[src/hw/rtl/tfe_pkg.sv]
package tfe_pkg;

  localparam int PACKET_BYTES_DEF = 512;
  localparam int DATA_OFFSET_DEF  = 6;
  localparam int QUEUE_DEPTH      = 4;
  localparam int NUM_BANKS        = 8;
  localparam int ADDR_W           = 10;

  localparam logic REQ_LOAD    = 1'b0;
  localparam logic REQ_EXTRACT = 1'b1;

  localparam logic [3:0] KIND_UB  = 4'd0;
  localparam logic [3:0] KIND_SB  = 4'd1;
  localparam logic [3:0] KIND_IU1 = 4'd2;
  localparam logic [3:0] KIND_IS1 = 4'd3;
  localparam logic [3:0] KIND_UL1 = 4'd4;
  localparam logic [3:0] KIND_IL1 = 4'd5;
  localparam logic [3:0] KIND_SFP = 4'd6;
  localparam logic [3:0] KIND_DFP = 4'd7;

  localparam logic [1:0] STATUS_OK       = 2'd0;
  localparam logic [1:0] STATUS_OVERRUN  = 2'd1;
  localparam logic [1:0] STATUS_BAD_KIND = 2'd2;
  localparam logic [1:0] STATUS_PAST_END = 2'd3;

  localparam logic [1:0] WSEL_8  = 2'd0;
  localparam logic [1:0] WSEL_16 = 2'd1;
  localparam logic [1:0] WSEL_32 = 2'd2;
  localparam logic [1:0] WSEL_64 = 2'd3;

  typedef struct packed {
    logic              is_load;
    logic [ADDR_W-1:0] addr;
    logic [7:0]        data;
    logic [1:0]        wsel;
    logic [5:0]        shift;
    logic [5:0]        nbits;
    logic              is_signed;
    logic [1:0]        status;
  } cmd_t;

endpackage

[src/hw/rtl/tfe_if.sv]
interface tfe_in_if;
  logic       valid;
  logic       ready;
  logic       req_type;
  logic [8:0] byte_index;
  logic [7:0] byte_value;
  logic [8:0] field_start_byte;
  logic [4:0] field_start_bit;
  logic [5:0] field_bits;
  logic [3:0] field_kind;

  modport source (
    output valid, req_type, byte_index, byte_value, field_start_byte,
           field_start_bit, field_bits, field_kind,
    input  ready
  );
  modport sink (
    input  valid, req_type, byte_index, byte_value, field_start_byte,
           field_start_bit, field_bits, field_kind,
    output ready
  );
endinterface


[src/hw/rtl/tfe_front.sv]
module tfe_front #(
  parameter int PACKET_BYTES = tfe_pkg::PACKET_BYTES_DEF,
  parameter int DATA_OFFSET  = tfe_pkg::DATA_OFFSET_DEF
) (
  tfe_in_if.sink          in_ch,
  input  logic            q_full,
  output logic            push,
  output tfe_pkg::cmd_t   cmd
);

  localparam int CMP_RAW = $clog2(PACKET_BYTES + 1);
  localparam int CMP_W   = (CMP_RAW > 11) ? CMP_RAW : 11;
  localparam logic [CMP_W-1:0] PB_L = CMP_W'(PACKET_BYTES);

  logic [1:0]                  wsel;
  logic [6:0]                  width_bits;
  logic [3:0]                  nbytes;
  logic                        known;
  logic [tfe_pkg::ADDR_W-1:0]  addr;
  logic [CMP_W-1:0]            end_byte;
  logic [6:0]                  bit_end;
  logic [1:0]                  status;
  logic                        load_ok;
  logic                        is_load;

  always_comb begin
    wsel       = tfe_pkg::WSEL_8;
    width_bits = 7'd8;
    nbytes     = 4'd1;
    known      = 1'b1;
    unique case (in_ch.field_kind) inside
      tfe_pkg::KIND_UB, tfe_pkg::KIND_SB: begin
        wsel       = tfe_pkg::WSEL_8;
        width_bits = 7'd8;
        nbytes     = 4'd1;
      end
      tfe_pkg::KIND_IU1, tfe_pkg::KIND_IS1: begin
        wsel       = tfe_pkg::WSEL_16;
        width_bits = 7'd16;
        nbytes     = 4'd2;
      end
      tfe_pkg::KIND_UL1, tfe_pkg::KIND_IL1, tfe_pkg::KIND_SFP: begin
        wsel       = tfe_pkg::WSEL_32;
        width_bits = 7'd32;
        nbytes     = 4'd4;
      end
      tfe_pkg::KIND_DFP: begin
        wsel       = tfe_pkg::WSEL_64;
        width_bits = 7'd64;
        nbytes     = 4'd8;
      end
      default: begin
        known = 1'b0;
      end
    endcase
  end

  assign addr     = tfe_pkg::ADDR_W'(DATA_OFFSET)
                  + {1'b0, in_ch.field_start_byte};
  assign end_byte = CMP_W'(addr) + CMP_W'(nbytes);
  assign bit_end  = 7'(in_ch.field_start_bit) + 7'(in_ch.field_bits);

  always_comb begin
    if (!known) begin
      status = tfe_pkg::STATUS_BAD_KIND;
    end else if (end_byte > PB_L) begin
      status = tfe_pkg::STATUS_PAST_END;
    end else if (wsel == tfe_pkg::WSEL_64) begin
      status = tfe_pkg::STATUS_OK;
    end else if (bit_end > width_bits) begin
      status = tfe_pkg::STATUS_OVERRUN;
    end else begin
      status = tfe_pkg::STATUS_OK;
    end
  end

  assign is_load = (in_ch.req_type == tfe_pkg::REQ_LOAD);
  assign load_ok = (CMP_W'(in_ch.byte_index) < PB_L);

  assign in_ch.ready = !q_full;
  assign push        = in_ch.valid && !q_full && (!is_load || load_ok);

  always_comb begin
    cmd.is_load   = is_load;
    cmd.addr      = is_load ? {1'b0, in_ch.byte_index} : addr;
    cmd.data      = in_ch.byte_value;
    cmd.wsel      = wsel;
    cmd.shift     = 6'(width_bits - bit_end);
    cmd.nbits     = in_ch.field_bits;
    cmd.is_signed = (in_ch.field_kind == tfe_pkg::KIND_SB)
                 || (in_ch.field_kind == tfe_pkg::KIND_IS1)
                 || (in_ch.field_kind == tfe_pkg::KIND_IL1);
    cmd.status    = status;
  end

endmodule

[src/flat_wrapper.sv]
// flat-port wrapper written by rule: the top's interface ports become plain ports
module tfe_front_flat 
#(
  parameter int PACKET_BYTES = tfe_pkg::PACKET_BYTES_DEF,
  parameter int DATA_OFFSET  = tfe_pkg::DATA_OFFSET_DEF
)
  (q_full, push, cmd, in_ch_valid, in_ch_req_type, in_ch_byte_index, in_ch_byte_value, in_ch_field_start_byte, in_ch_field_start_bit, in_ch_field_bits, in_ch_field_kind, in_ch_ready);
  tfe_in_if in_ch_i ();
  input  logic q_full;
  output logic push;
  output tfe_pkg::cmd_t cmd;
  input wire logic [$bits(in_ch_i.valid)-1:0] in_ch_valid;
  input wire logic [$bits(in_ch_i.req_type)-1:0] in_ch_req_type;
  input wire logic [$bits(in_ch_i.byte_index)-1:0] in_ch_byte_index;
  input wire logic [$bits(in_ch_i.byte_value)-1:0] in_ch_byte_value;
  input wire logic [$bits(in_ch_i.field_start_byte)-1:0] in_ch_field_start_byte;
  input wire logic [$bits(in_ch_i.field_start_bit)-1:0] in_ch_field_start_bit;
  input wire logic [$bits(in_ch_i.field_bits)-1:0] in_ch_field_bits;
  input wire logic [$bits(in_ch_i.field_kind)-1:0] in_ch_field_kind;
  output wire logic [$bits(in_ch_i.ready)-1:0] in_ch_ready;
  assign in_ch_i.valid = in_ch_valid;
  assign in_ch_i.req_type = in_ch_req_type;
  assign in_ch_i.byte_index = in_ch_byte_index;
  assign in_ch_i.byte_value = in_ch_byte_value;
  assign in_ch_i.field_start_byte = in_ch_field_start_byte;
  assign in_ch_i.field_start_bit = in_ch_field_start_bit;
  assign in_ch_i.field_bits = in_ch_field_bits;
  assign in_ch_i.field_kind = in_ch_field_kind;
  assign in_ch_ready = in_ch_i.ready;
  tfe_front #(.PACKET_BYTES(PACKET_BYTES), .DATA_OFFSET(DATA_OFFSET)) u_core (.in_ch(in_ch_i), .q_full(q_full), .push(push), .cmd(cmd));
endmodule
[config.mk]
export PLATFORM = sky130hd
export DESIGN_NAME = tfe_front_flat
export DESIGN_NICKNAME = d
export VERILOG_FILES = /design/src/hw/rtl/tfe_pkg.sv /design/src/hw/rtl/tfe_if.sv /design/src/hw/rtl/tfe_front.sv /design/src/flat_wrapper.sv
export SDC_FILE = /design/constraint.sdc
export NUM_CORES = 1
export LEC_CHECK = 0
export ABC_AREA = 1
export BUFFER_PORTS_ARGS = -buffer_cell sky130_fd_sc_hd__clkbuf_2
export CAP_MARGIN = 10
export CORE_AREA = 3 3 57 59
export DETAILED_ROUTE_END_ITERATION = 7
export DIE_AREA = 0 0 60 62
export PLACE_DENSITY = 0.92
export RECOVER_POWER = 100
export SETUP_SLACK_MARGIN = 0.2
export SLEW_MARGIN = 20
export SYNTH_ARGS = -nofsm -noshare
export SYNTH_HDL_FRONTEND = slang
export SYNTH_SLANG_ARGS = --single-unit
[constraint.sdc]
create_clock -name vclk -period 2.2
set_input_delay 0.22 -clock vclk [all_inputs]
set_output_delay 0.22 -clock vclk [all_outputs]
set_load 0.01 [all_outputs]
---- After elaboration in Yosys (flattened, before gate mapping) ----
Index checks and enable logic that the tools add are counted.
operators by class
  add/sub/neg operators ................... 4
  magnitude comparators ................... 2
  equal/unequal tests ..................... 8
  muxes and demuxes ....................... 9
  bitwise operators ....................... 1
  reductions and logical operators ........ 8
operators by type and width
  operator                                                         count
  one-hot mux 7 bit (3 select lines)                               1
  equality test 4 x 3 -> 1 bit, second input constant              4
  one-hot mux 4 bit (3 select lines)                               1
  adder 10 x 4 -> 11 bit                                           1
  greater-than comparator 11 x 10 -> 1 bit, second input constant  1
  adder 3 x 9 -> 10 bit, first input constant                      1
  two-way mux 10 bit                                               1
  equality test 4 x 2 -> 1 bit, second input constant              2
  OR reduction 8 bit                                               1
  adder 5 x 6 -> 7 bit                                             1
  greater-than comparator 7 bit                                    1
  two-way mux 2 bit                                                3
  one-hot mux 2 bit (3 select lines)                               1
  subtractor 6 bit                                                 1
  equality test 4 x 1 -> 1 bit, second input constant              1
  logical NOT 4 bit                                                1
  OR reduction 3 bit                                               1
  equality test 2 bit, second input constant                       1
  logical OR 1 bit                                                 2
  two-way mux 1 bit                                                2
  OR reduction 2 bit                                               1
  logical AND 1 bit                                                1
  logical NOT 1 bit                                                1
  NOT 1 bit                                                        1
word-level totals
  register bits ........................... 0
  input bits .............................. 44

---- Longest topological paths before layout ----
  depth in word-level cells ............... 8
  gate-level depth with buffers ........... 15
  gate-level depth less buffers ........... 15

---- Worst setup path after synthesis ----
OpenSTA, ideal clock, no wires.
  kind .................................... input to output
  start ................................... input in_ch_field_bits[0]
  end ..................................... output cmd[0] (netlist name)
  data arrival time ....................... 2.143 ns
  data required time ...................... 1.980 ns
  setup slack ............................. -0.163 ns
  cell stages on the path ................. 11
  buffers on the path ..................... 0
  path through ............................ ha_1 -> fa_1 -> a21oi_1 -> o21ai_0 -> xor2_1 -> inv_1 -> ha_1 -> nand3_1 -> o211ai_1 -> o211ai_1 -> a21oi_2
RTL lines
  item                line                source
  start: declaration  flat_wrapper.sv:18  input wire logic [$bits(in_ch_i.field_bits)-1:0] in_ch_field_bits;
  end: declaration    flat_wrapper.sv:11  output tfe_pkg::cmd_t cmd;

==> run_results.csv <==
group,metric,value,unit
synth,avgSynthCellArea,5.84,sq um
setup_path,arrival,2.26,ns
final_layout,multi_input_area,1010,sq um
timing,final-setup-viol-count,4,
synth,synth_area_leaders,"ha_1, nand2_1, buf_4",
synth,ys_types,27,
floorplan,rows,19,
synth,netlist.area_leader.share,19.6,%
global_routing,grt_pass1_wl,4690,um
timing,hold_viol_final,0,
floorplan,die_y,62,um
power_and_ir_drop,intPower,0.261,mW
place,dp.cells,287,
synth,yosysSeqAreaShare,0,%
route,wl_per_cell,10.5,um
power_and_ir_drop,p_sw_share,50.5,%
power_and_ir_drop,seqPwrFrac,0,%
global_routing,grt_pass1_vias,1257,
final_layout,nClkBuffers,0,
setup_path,path_class,"input port to output pin",
power_and_ir_drop,p_switching,0.266,mW
hold_path,hold_class,"input port to output pin",
power_and_ir_drop,powerDensity,309,nW/um^2
setup_path,required,1.98,ns
global_routing,antenna_found_initial,0,
final_layout,seq_cells,0,
place,port_buffers,66,
place,placed_cell_area,1550,sq um
run,drv_cap,0,
final_layout,nFillCells,267,
synth,syn_area,1090,sq um
route,vias,1405,
outcome,violations,"setup timing",
floorplan,initial_core_util,39.4,%
floorplan,dieArea,3720,sq um
timing,fmax,403,MHz
power_and_ir_drop,p_comb_share,100.0,%
final_layout,final_common_cell,"nand2_1",
final_layout,antennaDiodeCount,0,
final_layout,syn_to_final_growth,56.9,%
timing,timing.hold.ws,0.440,ns
setup_path,critPathLaunchType,"input port",
floorplan,ios,82,
timing,rsz0062_at_grt,"yes",
final_layout,layout.nets,325,
setup_path,cp_max_fo,2,
synth,yosysWarnings,0,
timing,fin_ws,-0.283,ns
route,drt_iter0_markers,34,
timing,tightest_slew,0.433,ns
power_and_ir_drop,p_total,0.527,mW
place,dpl.hpwl,2490,um
route,route.detailed.drc,0,
power_and_ir_drop,pwr-share-clk,0,%
route,routed_via_density,4.83,
final_layout,regArea,0,sq um
route,wl,3050,um
setup_path,end_kind,"output pin",
outcome,outcome,"finished with violations",
timing,maxSlewHeadroom,70.9,%
timing,slew_violations,0,
timing,min_period_over_period,113,%
floorplan,die_x,60,um
synth,yosysTopAreaCell,"ha_1",
route,final_antenna_net_count,0,
final_layout,layout_common_cells,"nand2_1, clkbuf_2, inv_1",
timing,period_needed,2.48,ns
final_layout,drive_gt1_share,41.5,%
synth,synthesis.nets,249,
route,first_pass_iters,4,
place,routabilityCongestion,0.836,
global_routing,grt-ovfl-total,0,
final_layout,instances_no_fill,291,
global_routing,grt_max_degree,19,
synth,synthCells,186,
power_and_ir_drop,p_leak,0.936,nW
final_layout,fin_area,1700,sq um
power_and_ir_drop,peakVddDrop,234,uV
floorplan,coreArea,2760,sq um
global_routing,globalRouteTotalUtil,15.5,%
## timing repair
action | CTS | global route
hold endpoints to repair | 0 | 0
setup endpoints to repair | 5 | 5
pin swaps | 17 | 15
hold buffers | 0 | 0
buffers inserted | 2 | 2
gates resized for setup | 19 | 18
## worst max-delay path, stage by stage
cell      delay (ns)
buf_8           0.10
ha_4            0.15
fa_2            0.35
a21oi_2         0.15
o21ai_2         0.08
xor2_1          0.17
inv_1           0.09
ha_4            0.29
nand3_2         0.08
o211ai_1        0.16
o211ai_1        0.14
a21oi_2         0.15
buf_2           0.13
## final cells by class
class | instances | share of cell area [%]
Inverter | 32 | 7.27
Timing Repair Buffer | 90 | 31.1
Multi-Input combinational cell | 138 | 59.3
Tap cell | 31 | 2.28
## layer usage
layer	vias up	wire [um]	track usage (%)	part of all wire [%]
met3	6	215	0.413	7.0
li1	734	-	-	-
met1	608	1200	18.3	39
met5	-	0	0	0
met4	0	23	2.85	0.75
met2	57	1610	31.0	53
## Yosys cell counts, types with 2 or more instances
master and number:
a21oi_1 8, nand2_1 47, nand2_2 2, nand3_1 18
buf_4 15, xor2_1 6, fa_1 2, nor2_1 12
xnor2_1 4, o21ai_0 9, ha_1 17, inv_1 29
o211ai_1 2, nand4_1 2
## worst paths after layout
| path | startpoint | cells past startpoint | slack [ns] | to |
|---|---|---|---|---|
| min | in_ch_byte_value[0] | 0 | 0.44 | cmd[17] |
| max | in_ch_field_start_bit[0] | 13 | -0.28 | cmd[0] |
## stage by stage
| stage | utilization, % | worst slack [ns] | TNS, ns |
|---|---|---|---|
| after floorplan | - | -0.0460 | -0.0460 |
| after global placement | 56.1 | -0.300 | -0.631 |
| after detailed placement | 56.1 | -0.359 | -0.866 |
| after CTS | 60.9 | -0.273 | -0.503 |
| after global routing | 61.8 | -0.485 | -1.26 |
| final | 61.8 | -0.283 | -0.630 |
## cells by family (layout without fill, tap and decap cells)
logic type                 after synthesis  in the layout  synth area share [%]
xor gates and xnor gates                10             10                  8.06
adders and majority gates               19             19                  23.3
buffers and inverters                   48            122                  21.9
AOI/OAI and AO/OA                       23             23                  12.0
and+or+nand+nor                         86             86                  34.8
## power groups by stage
stage          sequential (mW)  combinational (mW)  clock (mW)
4_1_cts                      0               0.504           0
2_1_floorplan                0               0.286           0
5_1_grt                      0               0.590           0
6_report                     0               0.527           0
3_5_place_dp                 0               0.466           0
3_3_place_gp                 0               0.450           0
Power figures use the tool's default switching activity.
