File: src/hw/rtl/tfe_pkg.sv
package tfe_pkg;

  localparam int PACKET_BYTES_DEF = 512;
  localparam int DATA_OFFSET_DEF  = 6;
  localparam int QUEUE_DEPTH      = 4;
  localparam int NUM_BANKS        = 8;
  localparam int ADDR_W           = 10;

  localparam logic REQ_LOAD    = 1'b0;
  localparam logic REQ_EXTRACT = 1'b1;

  localparam logic [3:0] KIND_UB  = 4'd0;
  localparam logic [3:0] KIND_SB  = 4'd1;
  localparam logic [3:0] KIND_IU1 = 4'd2;
  localparam logic [3:0] KIND_IS1 = 4'd3;
  localparam logic [3:0] KIND_UL1 = 4'd4;
  localparam logic [3:0] KIND_IL1 = 4'd5;
  localparam logic [3:0] KIND_SFP = 4'd6;
  localparam logic [3:0] KIND_DFP = 4'd7;

  localparam logic [1:0] STATUS_OK       = 2'd0;
  localparam logic [1:0] STATUS_OVERRUN  = 2'd1;
  localparam logic [1:0] STATUS_BAD_KIND = 2'd2;
  localparam logic [1:0] STATUS_PAST_END = 2'd3;

  localparam logic [1:0] WSEL_8  = 2'd0;
  localparam logic [1:0] WSEL_16 = 2'd1;
  localparam logic [1:0] WSEL_32 = 2'd2;
  localparam logic [1:0] WSEL_64 = 2'd3;

  typedef struct packed {
    logic              is_load;
    logic [ADDR_W-1:0] addr;
    logic [7:0]        data;
    logic [1:0]        wsel;
    logic [5:0]        shift;
    logic [5:0]        nbits;
    logic              is_signed;
    logic [1:0]        status;
  } cmd_t;

endpackage

File: src/hw/rtl/tfe_queue.sv
module tfe_queue (
  input  logic          clk,
  input  logic          rst_n,
  input  logic          push,
  input  tfe_pkg::cmd_t push_cmd,
  output logic          full,
  input  logic          pop,
  output logic          head_valid,
  output tfe_pkg::cmd_t head_cmd
);

  localparam int DEPTH = tfe_pkg::QUEUE_DEPTH;
  localparam int PW    = (DEPTH > 1) ? $clog2(DEPTH) : 1;
  localparam int CW    = $clog2(DEPTH + 1);

  tfe_pkg::cmd_t   slot_r [DEPTH];
  logic [PW-1:0]   head_r, tail_r;
  logic [PW-1:0]   head_nxt, tail_nxt;
  logic [CW-1:0]   count_r, count_nxt;
  logic            do_push, do_pop;

  assign full       = (count_r == CW'(DEPTH));
  assign head_valid = (count_r != '0);
  assign head_cmd   = slot_r[head_r];
  assign do_push    = push && !full;
  assign do_pop     = pop && head_valid;

  always_comb begin
    head_nxt  = head_r;
    tail_nxt  = tail_r;
    count_nxt = count_r;
    if (do_push) begin
      tail_nxt = (tail_r == PW'(DEPTH - 1)) ? '0 : tail_r + 1'b1;
    end
    if (do_pop) begin
      head_nxt = (head_r == PW'(DEPTH - 1)) ? '0 : head_r + 1'b1;
    end
    if (do_push && !do_pop) begin
      count_nxt = count_r + 1'b1;
    end else if (do_pop && !do_push) begin
      count_nxt = count_r - 1'b1;
    end
  end

  always_ff @(posedge clk) begin
    if (!rst_n) begin
      head_r  <= '0;
      tail_r  <= '0;
      count_r <= '0;
    end else begin
      head_r  <= head_nxt;
      tail_r  <= tail_nxt;
      count_r <= count_nxt;
    end
  end

  always_ff @(posedge clk) begin
    if (do_push) begin
      slot_r[tail_r] <= push_cmd;
    end
  end

endmodule

File: config.mk
export PLATFORM = sky130hd
export DESIGN_NAME = tfe_queue
export DESIGN_NICKNAME = d
export VERILOG_FILES = /design/src/hw/rtl/tfe_pkg.sv /design/src/hw/rtl/tfe_queue.sv
export SDC_FILE = /design/constraint.sdc
export NUM_CORES = 1
export LEC_CHECK = 0
export BUFFER_PORTS_ARGS = -buffer_cell sky130_fd_sc_hd__buf_2
export CORE_MARGIN = 2
export CORE_UTILIZATION = 30
export CTS_CLUSTER_DIAMETER = 60
export DETAILED_ROUTE_END_ITERATION = 8
export GPL_TIMING_DRIVEN = 0
export PLACE_DENSITY = 0.5
export RECOVER_POWER = 50
export SLEW_MARGIN = 15
export SYNTH_ARGS = -nofsm -noshare
export SYNTH_HDL_FRONTEND = slang
export SYNTH_SLANG_ARGS = --single-unit
File: constraint.sdc
create_clock -name clk -period 3.4 [get_ports clk]
set_clock_uncertainty 0.15 [all_clocks]
set_input_delay 0.68 -clock clk [delete_from_list [all_inputs] [get_ports clk]]
set_output_delay 0.68 -clock clk [all_outputs]
set_load 0.05 [all_outputs]
### Word-level counts from Yosys, hierarchy flattened

Memories as Yosys holds them, arrays and structs flattened. A register that Yosys moved wholly into a read port is not among the register bits.
Cells that the tools add are included.

* muxes and demuxes: 8
* div/mod/pow operators: 0
* reductions and logical operators: 9
* eq/ne operators: 3
* bitwise gates (word level): 0
* multipliers: 0
* add/subtract/negate cells: 4
* shift operators: 0
* magnitude comparators: 0

Operators with widths (number)
* 2-bit two-way mux: 4
* 3-bit two-way mux: 2
* 2-bit by 1-bit adder with 2-bit output, second input constant: 2
* 2-bit equality test, second input constant: 2
* 1-bit logical AND: 4
* 3-bit by 1-bit adder with 3-bit output, second input constant: 1
* 3-bit equality test, second input constant: 1
* 1-bit zero test: 3
* 3-bit nonzero test: 1
* 3-bit by 1-bit subtractor with 3-bit output, second input constant: 1
* 1-bit two-way mux: 2
* 2-bit nonzero test: 1

* ROM bits: 0
* bits in latches: 0
* logic and storage cells: 28
* output and inout bits: 38
* bits in writable memories: 144
* memories kept: 1
* input bits: 40
* register bits: 7

Memory list
* slot_r: words 4, width 36, read ports 1, clocked after Yosys merged registers in 1, write ports 1, line tfe_queue.sv:16 `tfe_pkg::cmd_t slot_r [DEPTH];`

### Depth between registers and ports, before layout

Gate-level depths: netlist (run 1).

* word-level depth: 7
* depth in mapped cells: 9

### Worst setup path before layout (run 1)

Ideal clock, no wire load.

* path type: flip-flop to flip-flop
* start point: register count_r[1]
* end point: register count_r[2]
* arrival: 2.258 ns
* library setup time: 0.076 ns
* cell stages (with the launch flop): 10
* period minus slack after synthesis: 2.484 ns
* path slack: 0.916 ns
* path buffers: 1
* cell sequence: dfxtp_1 -> nor3b_2 -> nor2b_1 -> buf_2 -> ha_1 -> inv_1 -> fa_1 -> xor2_1 -> or3_1 -> a21boi_0

* longest elaborated chain between the ends: 6
* elaborated cells between the ends (all ways): 14
* classes of those cells: add/sub: 2; eq/ne: 1; mux: 2; reduce/logical: 9

Ends and longest elaborated chain
* start, declared: line tfe_queue.sv:19 `logic [CW-1:0] count_r, count_nxt;`
* start signal, assigned: line tfe_queue.sv:53 `count_r <= count_nxt;`
* 3-bit equality test *: line tfe_queue.sv:22 `assign full = (count_r == CW'(DEPTH));`
* via full: line tfe_queue.sv:6 `output logic full,`
* 1-bit zero test *: line tfe_queue.sv:25 `assign do_push = push && !full;`
* 1-bit logical AND *: line tfe_queue.sv:25
* via do_push: line tfe_queue.sv:20 `logic do_push, do_pop;`
* 1-bit zero test: line tfe_queue.sv:40 `end else if (do_pop && !do_push) begin`
* 1-bit logical AND: line tfe_queue.sv:40
* 2-bit nonzero test (no source line)

Mark *: on every way through the listed nets, which the timed path passes. The rest lies on a longest branch. The select of a mux whose other input is x is not followed.
A chain may end at the register's enable or synchronous reset.

### Final worst setup path (run 1)

* start point: register count_r[0]
* end point: memory slot_r[3][21] (netlist bit) (enable)

* longest elaborated chain between the ends: 5

Ends and longest elaborated chain
* 3-bit equality test: line tfe_queue.sv:22
* 1-bit zero test: line tfe_queue.sv:25
* 1-bit logical AND: line tfe_queue.sv:25
* via do_push: line tfe_queue.sv:20
* 1-bit two-way mux: line tfe_queue.sv:58 `if (do_push) begin`
* 1-bit two-way mux (not written as such): line tfe_queue.sv:59 `slot_r[tail_r] <= push_cmd;`
* end, declared: line tfe_queue.sv:16

The timed path passes the listed nets, and every way through them passes these cells.

==> flow_summary.ini, run 1 <==
[outcome]
status = complete, no violations

[sta]
maxSlewHeadroom_pct = 5.65
worstMarginPinSlew_ns = 1.41
clock.fmax_ghz = 0.355
hold_violations = 0
setup_viol = 0
drv_slew = 0
setup_tns_ns = 0
rsz0062_at_grt = no
period_minus_slack_ns = 2.82
period_share_pct = 82.9

[critical_path]
path_delay_family = simple AND/OR/NAND/NOR gates
required_ns = 3.36
worstSetupPathType = reg -> reg
crit_arrival_ns = 2.78
setup.worst_path.start_class = flop
slowest_stage = and2_0
slowest_delay_ns = 1.12
path_cells = nor3b_1 -> nor2b_1 -> clkbuf_1 -> and2_0 -> buf_12
worstSetupEndpointType = flop
critical_path_buf_inv_count = 2
path_max_fanout = 20

[clocking]
clk_latency_ns = 0.41
postCtsSetupBuffers = 0
cts_made_buffers = 17
cts_hold_buf = 0
ctsResizeCount = 0
htreeDepth = 4
cts_tree = built
cts.reportedPaths.clkPinSlew_ns = 0.06
cts_sinks = 153
cts_buffer_depth = 2
clock-root-buffer = clkbuf_16

[route]
route.detailed.drc = 0
ant_nets = 0
dr.first_iter.drc_count = 98
wl_mm = 10.5
viasPerCell = 4.47
post_drt_wl_per_cell_um = 17.9
vias = 2625
drtPass1Iterations = 4

[synth]
synthesis.area_mm2 = 0.00573
yosysUniqueCellTypes = 25
synth_top_family_by_area = multiplexers
yosys.area_share.xor_xnor_pct = 0.306
ys.warnings.count = 0
synthSimpleGateAreaFrac_pct = 1.90
synth_mux_area_share_pct = 15.1
syn_avg_cell_area_um2 = 24.0
ys_seq_area_share_pct = 78.6
synth-compound-area-share_pct = 0.524
synth-adder-area-share_pct = 1.66
syn_nets = 286
ys_ff_latch = 153
syn-instance-count = 239

[die]
coreArea_mm2 = 0.0187
num_rows = 50
die_w_um = 142
dieArea_mm2 = 0.0202
die_height_um = 142
pin_count = 78
start_util_pct = 30.6

[power]
switching_power_uw = 2030
sequentialPowerShare_pct = 39.7
ir_drop_uv = 340
combPwrFrac_pct = 30.7
intPower_uw = 3890
leakage_uw = 0.00229
clockPowerShare_pct = 29.6
powerDensity_mw_per_mm2 = 847
p_sw_share_pct = 34.3

[cells_and_area]
final_area_mm2 = 0.00700
finalNetCount = 386
fillers = 1736
areaGrowthSynthToFinish_pct = 22.1
drive_above_1_share_pct = 32.7
final_cells = 587
postLayoutCoreUtil_pct = 37.4

[grt]
grt.busiest_layer = met2
met2_usage_pct = 18.5
antenna_found_initial = 1
grt_pass1_wl_mm = 16.1
grtUsageMet3_pct = 4.98
grt_overflow = 0
grt_util_all_layers_pct = 11.2
grt_start_max_net_pins = 21
grtUsageMet1_pct = 13.0
grt_pass1_vias = 2944

[place]
dpl-instance-area_mm2 = 0.00649
io_buffers = 77
dpl.hpwl_mm = 6.72
gp_congestion = 0.628
dp.cells = 554

[run]
drv_cap = 0

[hold_path]
hold_class = reg -> reg
[per-stage QoR]
stage / worst slack, ns / power, uW / hold slack [ns]
finish: 0.583 / 5930 / 0.348
detailed placement: 0.818 / 4270 / 0.348
global placement: 0.0445 / 4230 / 0.333
global route: 0.314 / 6190 / 0.352
CTS: 0.594 / 6050 / 0.302
floorplan: 0.916 / 3820 / 0.318
[per-layer routing]
layer | part of all wire (%) | wire [um]
met2 | 51 | 5320
met5 | 0 | 0
met4 | 1.2 | 126
met3 | 4.9 | 518
met1 | 43 | 4570
[final timing paths]
kind	start	endpoint	slack (ns)	depth (start not counted)
min reg2reg	tail_r[1]	tail_r[1]	0.35	2
min	tail_r[1]	tail_r[1]	0.35	2
max	count_r[0]	slot_r[3][21]	0.58	5
max reg2reg	count_r[0]	slot_r[3][21]	0.58	5
[cell usage after synthesis]
library cell  instances  share of area [%]
inv_1                 3               0.20
nor2b_1               2               0.22
and2_1                5               0.55
nand3_1               2               0.17
mux4_2               30                 12
nor3b_2               1               0.22
a21boi_0              1               0.13
nand2_1               6               0.39
or3_1                 2               0.22
buf_2                 4               0.35
buf_12                3                1.0
fa_1                  1               0.35
xnor2_1               1               0.15
clkbuf_2              1              0.087
edfxtp_1            144                 75
ha_1                  6                1.3
o31ai_1               1               0.13
nor2_1                2               0.13
mux4_1                6                2.8
mux2i_1               3               0.52
buf_6                 1               0.20
o21ai_0               3               0.26
xor2_1                1               0.15
clkbuf_1              1              0.065
dfxtp_1               9                3.1
[power groups by stage]
stage | sequential (uW) | combinational, uW | clock (uW)
finish | 2360 | 1820 | 1750
global placement | 2400 | 1830 | 0
floorplan | 2390 | 1440 | 0
global route | 2380 | 1940 | 1880
detailed placement | 2400 | 1870 | 0
CTS | 2360 | 1870 | 1810
[flip-flops by register name, summed over array words and instances (netlist names), named ones only]
register,flops
slot_r,144
tail_r,2
count_r,3
head_r,2
[area by class of cell]
cell class                 instances  area [um2]  area share [%]
timing repair buffer              81         420            6.01
antenna                            1        2.50          0.0358
clock inverter                    15         129            1.84
sequential                       153        4500            64.4
tap                              234         293            4.18
inverter                           3        11.3           0.161
buffer                            10        98.8            1.41
multi-input combinational         73        1110            15.9
clock buffer                      17         425            6.08
[tightest hold or removal path: stages (launching register included)]
cell     delay (ns)
dfxtp_1        0.34
nand2_1        0.06
mux2i_1        0.05
[cell families (layout without fill, tap and decap cells)]
family	count (synthesis)	in the layout
AOI/OAI and AO/OA	5	5
DFF	153	153
and+or+nand+nor	20	20
adders and majority gates	7	7
other	0	1
muxes	39	39
xor gates and xnor gates	2	2
buffers and inverters	13	126
[layout by cell type, fill, tap and decap left out, types with 2 or more instances in the layout]
master      netlist  final
dfxtp_1           9      9
and2_2            0      3
clkbuf_16         0     17
and2_0            0      2
nand3_1           2      2
nor2_1            2      2
nand2_1           6      6
clkinv_1          0      3
edfxtp_1        144    144
or3_1             2      2
buf_12            3      7
mux4_1            6      6
clkinvlp_4        0      6
ha_1              6      6
inv_1             3      3
clkinv_4          0      2
o21ai_0           3      3
mux4_2           30     30
mux2i_1           3      3
clkbuf_1          1     38
nor2b_1           2      2
buf_2             4     44
Note: power is estimated with default switching activity, not from simulation.
==> inputs of run 2 (changes only) <==
Settings changed: ABC_AREA from default to 1, PLACE_DENSITY 0.5 to 0.52.
Clock period 3.4 ns to 2.3 ns, I/O delays scaled along.
==> flow_summary.ini, run 2 <==
[die]
die_height_um = 144
coreArea_mm2 = 0.0193
dieArea_mm2 = 0.0207
num_rows = 51
pin_count = 78
start_util_pct = 30.3
die_w_um = 144

[cells_and_area]
antennaDiodeCount = 0
regMostFlops = slot_r
final_common_cell = edfxtp_1
layout_common_cells = edfxtp_1 (144), nor2_1 (81), o21ai_1 (41), clkbuf_1 (39), buf_4 (25)
areaGrowthSynthToFinish_pct = 33.1
fillers = 1797
largest_reg_flops = 144
reg_top3 = slot_r (144), count_r (3)
drive_above_1_share_pct = 25.2
finalNetCount = 569

[synth]
ys.warnings.count = 0
synth_commonest_cells = edfxtp_1 (144), nor2_1 (89), o21ai_1 (58)
synthesis.area_mm2 = 0.00586
synth_area_leaders = edfxtp_1 (74%), nor2_1 (5.7%), o21ai_1 (4.9%)
yosys.area.top_type_share_pct = 73.7
syn_nets = 466
syn-instance-count = 419
synth_ff_type = edfxtp_1
yosysMostFrequentCell = edfxtp_1
yosysUniqueCellTypes = 20
synth_edf_count = 144
ys_ff_latch = 153
synth_area_leader_cell = edfxtp_1
syn_avg_cell_area_um2 = 14.0
async_reset_ff_share_pct = 0
ys_seq_area_share_pct = 76.8

[sta]
worstMarginPinSlew_ns = 0.712
period_minus_slack_ns = 2.28
setup_tns_ns = 0
hold_violations = 0
drv_slew = 0
worst_slack_ns = 0.0229
holdWs_ns = 0.144
setup_viol = 0
clock.fmax_ghz = 0.439
period_share_pct = 99.0
rsz0062_at_grt = yes
maxSlewHeadroom_pct = 52.4

[hold_path]
hp-start = push_cmd[22]
hold_depth = 1
holdPathEnd = slot_r[1][22]
hold_class = in -> reg

[clocking]
cts.reportedPaths.clkPinSlew_ns = 0.06
clk_latency_ns = 0.42
htreeDepth = 4
cts_buffer_depth = 2
cts_made_buffers = 17
postCtsSetupBuffers = 0
cts_tree = built
clock-root-buffer = clkbuf_16
cts_sinks = 153

[critical_path]
reg2reg_slack_ns = 0.22
crit_arrival_ns = 1.67
slowest_delay_ns = 0.30
slowest_stage = dfxtp_1
setup.worst_path.start_class = flop
r2r_start = count_r[1]
critical_path_buf_inv_count = 4
path_delay_family = buffers and inverters
worstSetupEndpointType = primary output
worstSetupPathType = reg -> out
timing.rr.end = count_r[1]
required_ns = 1.69
path_max_fanout = 10
worstRegToRegCells = 9
path_cells = buf_6 -> inv_6 -> buf_8 -> o21ai_1 -> o22ai_1 -> buf_4

[grt]
grt_overflow = 0
grt_pass1_wl_mm = 20.6
grt_util_all_layers_pct = 13.8
antenna_found_initial = 1
grt_pass1_vias = 3791
grt_start_max_net_pins = 21

[place]
post-place-ws_ns = 0.170
io_buffers = 77
dpl.hpwl_mm = 8.56
gp_congestion = 0.741

[power]
p_sw_share_pct = 37.4
powerDensity_mw_per_mm2 = 1390
combPwrFrac_pct = 40.8
leakage_uw = 0.00274
sequentialPowerShare_pct = 32.4
ir_drop_uv = 683
intPower_uw = 6780
clockPowerShare_pct = 26.8
power_uw = 10800
switching_power_uw = 4060

[route]
post_drt_wl_per_cell_um = 17.5
viasPerCell = 4.71
route.detailed.drc = 0
wl_mm = 14.0
drtPass1Iterations = 5
vias = 3771
dr.first_iter.drc_count = 223
ant_nets = 0

[outcome]
status = complete, no violations

[run]
drv_cap = 0
[run 2: worst max-delay path by stage]
stage / from / end / cells after the start
after floorplan: count_r[1] / slot_r[0][0] / 4
after global placement: count_r[1] / slot_r[3][0] / 4
after detailed placement: count_r[1] / slot_r[3][21] / 5
after CTS: flop / head_cmd[1] / 6
after global routing: flop / head_cmd[30] / 5
final: flop / head_cmd[1] / 6
[run 2: layer usage]
metal  GRT usage [%]  part of all wire (%)  up-vias
met1            16.7                    42     1869
met3            4.67                   5.9       17
met4            4.39                   1.2        2
met2            23.2                    51      127
met5               0                 0.093        -
li1                -                     -     1756
[run 2: power groups by stage]
stage	sequential, uW	clock (uW)	combinational (uW)
floorplan	3550	0	2630
global placement	3570	0	3570
detailed placement	3560	0	3690
CTS	3500	2950	4060
global route	3550	3050	4720
finish	3510	2900	4430
[run 2: cell type report]
| class | count | area [um2] | area share (%) |
|---|---|---|---|
| Buffer | 22 | 325 | 4.17 |
| Clock buffer | 19 | 433 | 5.55 |
| Clock inverter | 13 | 181 | 2.32 |
| Inverter | 18 | 85.1 | 1.09 |
| Multi-Input combinational cell | 226 | 1310 | 16.8 |
| Sequential cell | 153 | 4510 | 57.8 |
| Tap cell | 265 | 332 | 4.25 |
| Timing Repair Buffer | 83 | 623 | 7.98 |
| Timing Repair inverter | 1 | 8.76 | 0.112 |
[run 2: per-stage QoR]
step                util (%)  instance area (um2)  cells
floorplan                  -                 5860    419
global placement        34.0                 6580    761
detailed placement      34.7                 6710    765
CTS                     38.9                 7510    797
global route            40.4                 7800    800
finish                  40.4                 7800    800
[run 2: timing repair]
| action | 4_1_cts | 5_1_grt |
|---|---|---|
| hold buffers | 0 | 0 |
| resized for setup | 59 | 77 |
| cloned | 0 | 3 |
| endpoints found under the setup margin | 36 | 36 |
| pin swaps | 0 | 12 |
[run 2: worst register-to-register path, delay by kind of cell, from the launching register on]
kind                     cells  cell delay, ns
AO/OA/AOI/OAI                1            0.18
adder cells (fa/ha/maj)      2            0.61
buffers and inverters        2            0.15
flip-flops                   1            0.33
AND/OR/NAND/NOR              4            0.54
[run 2: logic make-up after synthesis]
family | after synthesis | synth area share, %
buffers and inverters | 40 | 4.22
AO/OA/AOI/OAI | 112 | 10.3
flip-flops | 153 | 76.8
AND/OR/NAND/NOR | 107 | 7.02
adder cells (fa/ha/maj) | 7 | 1.62
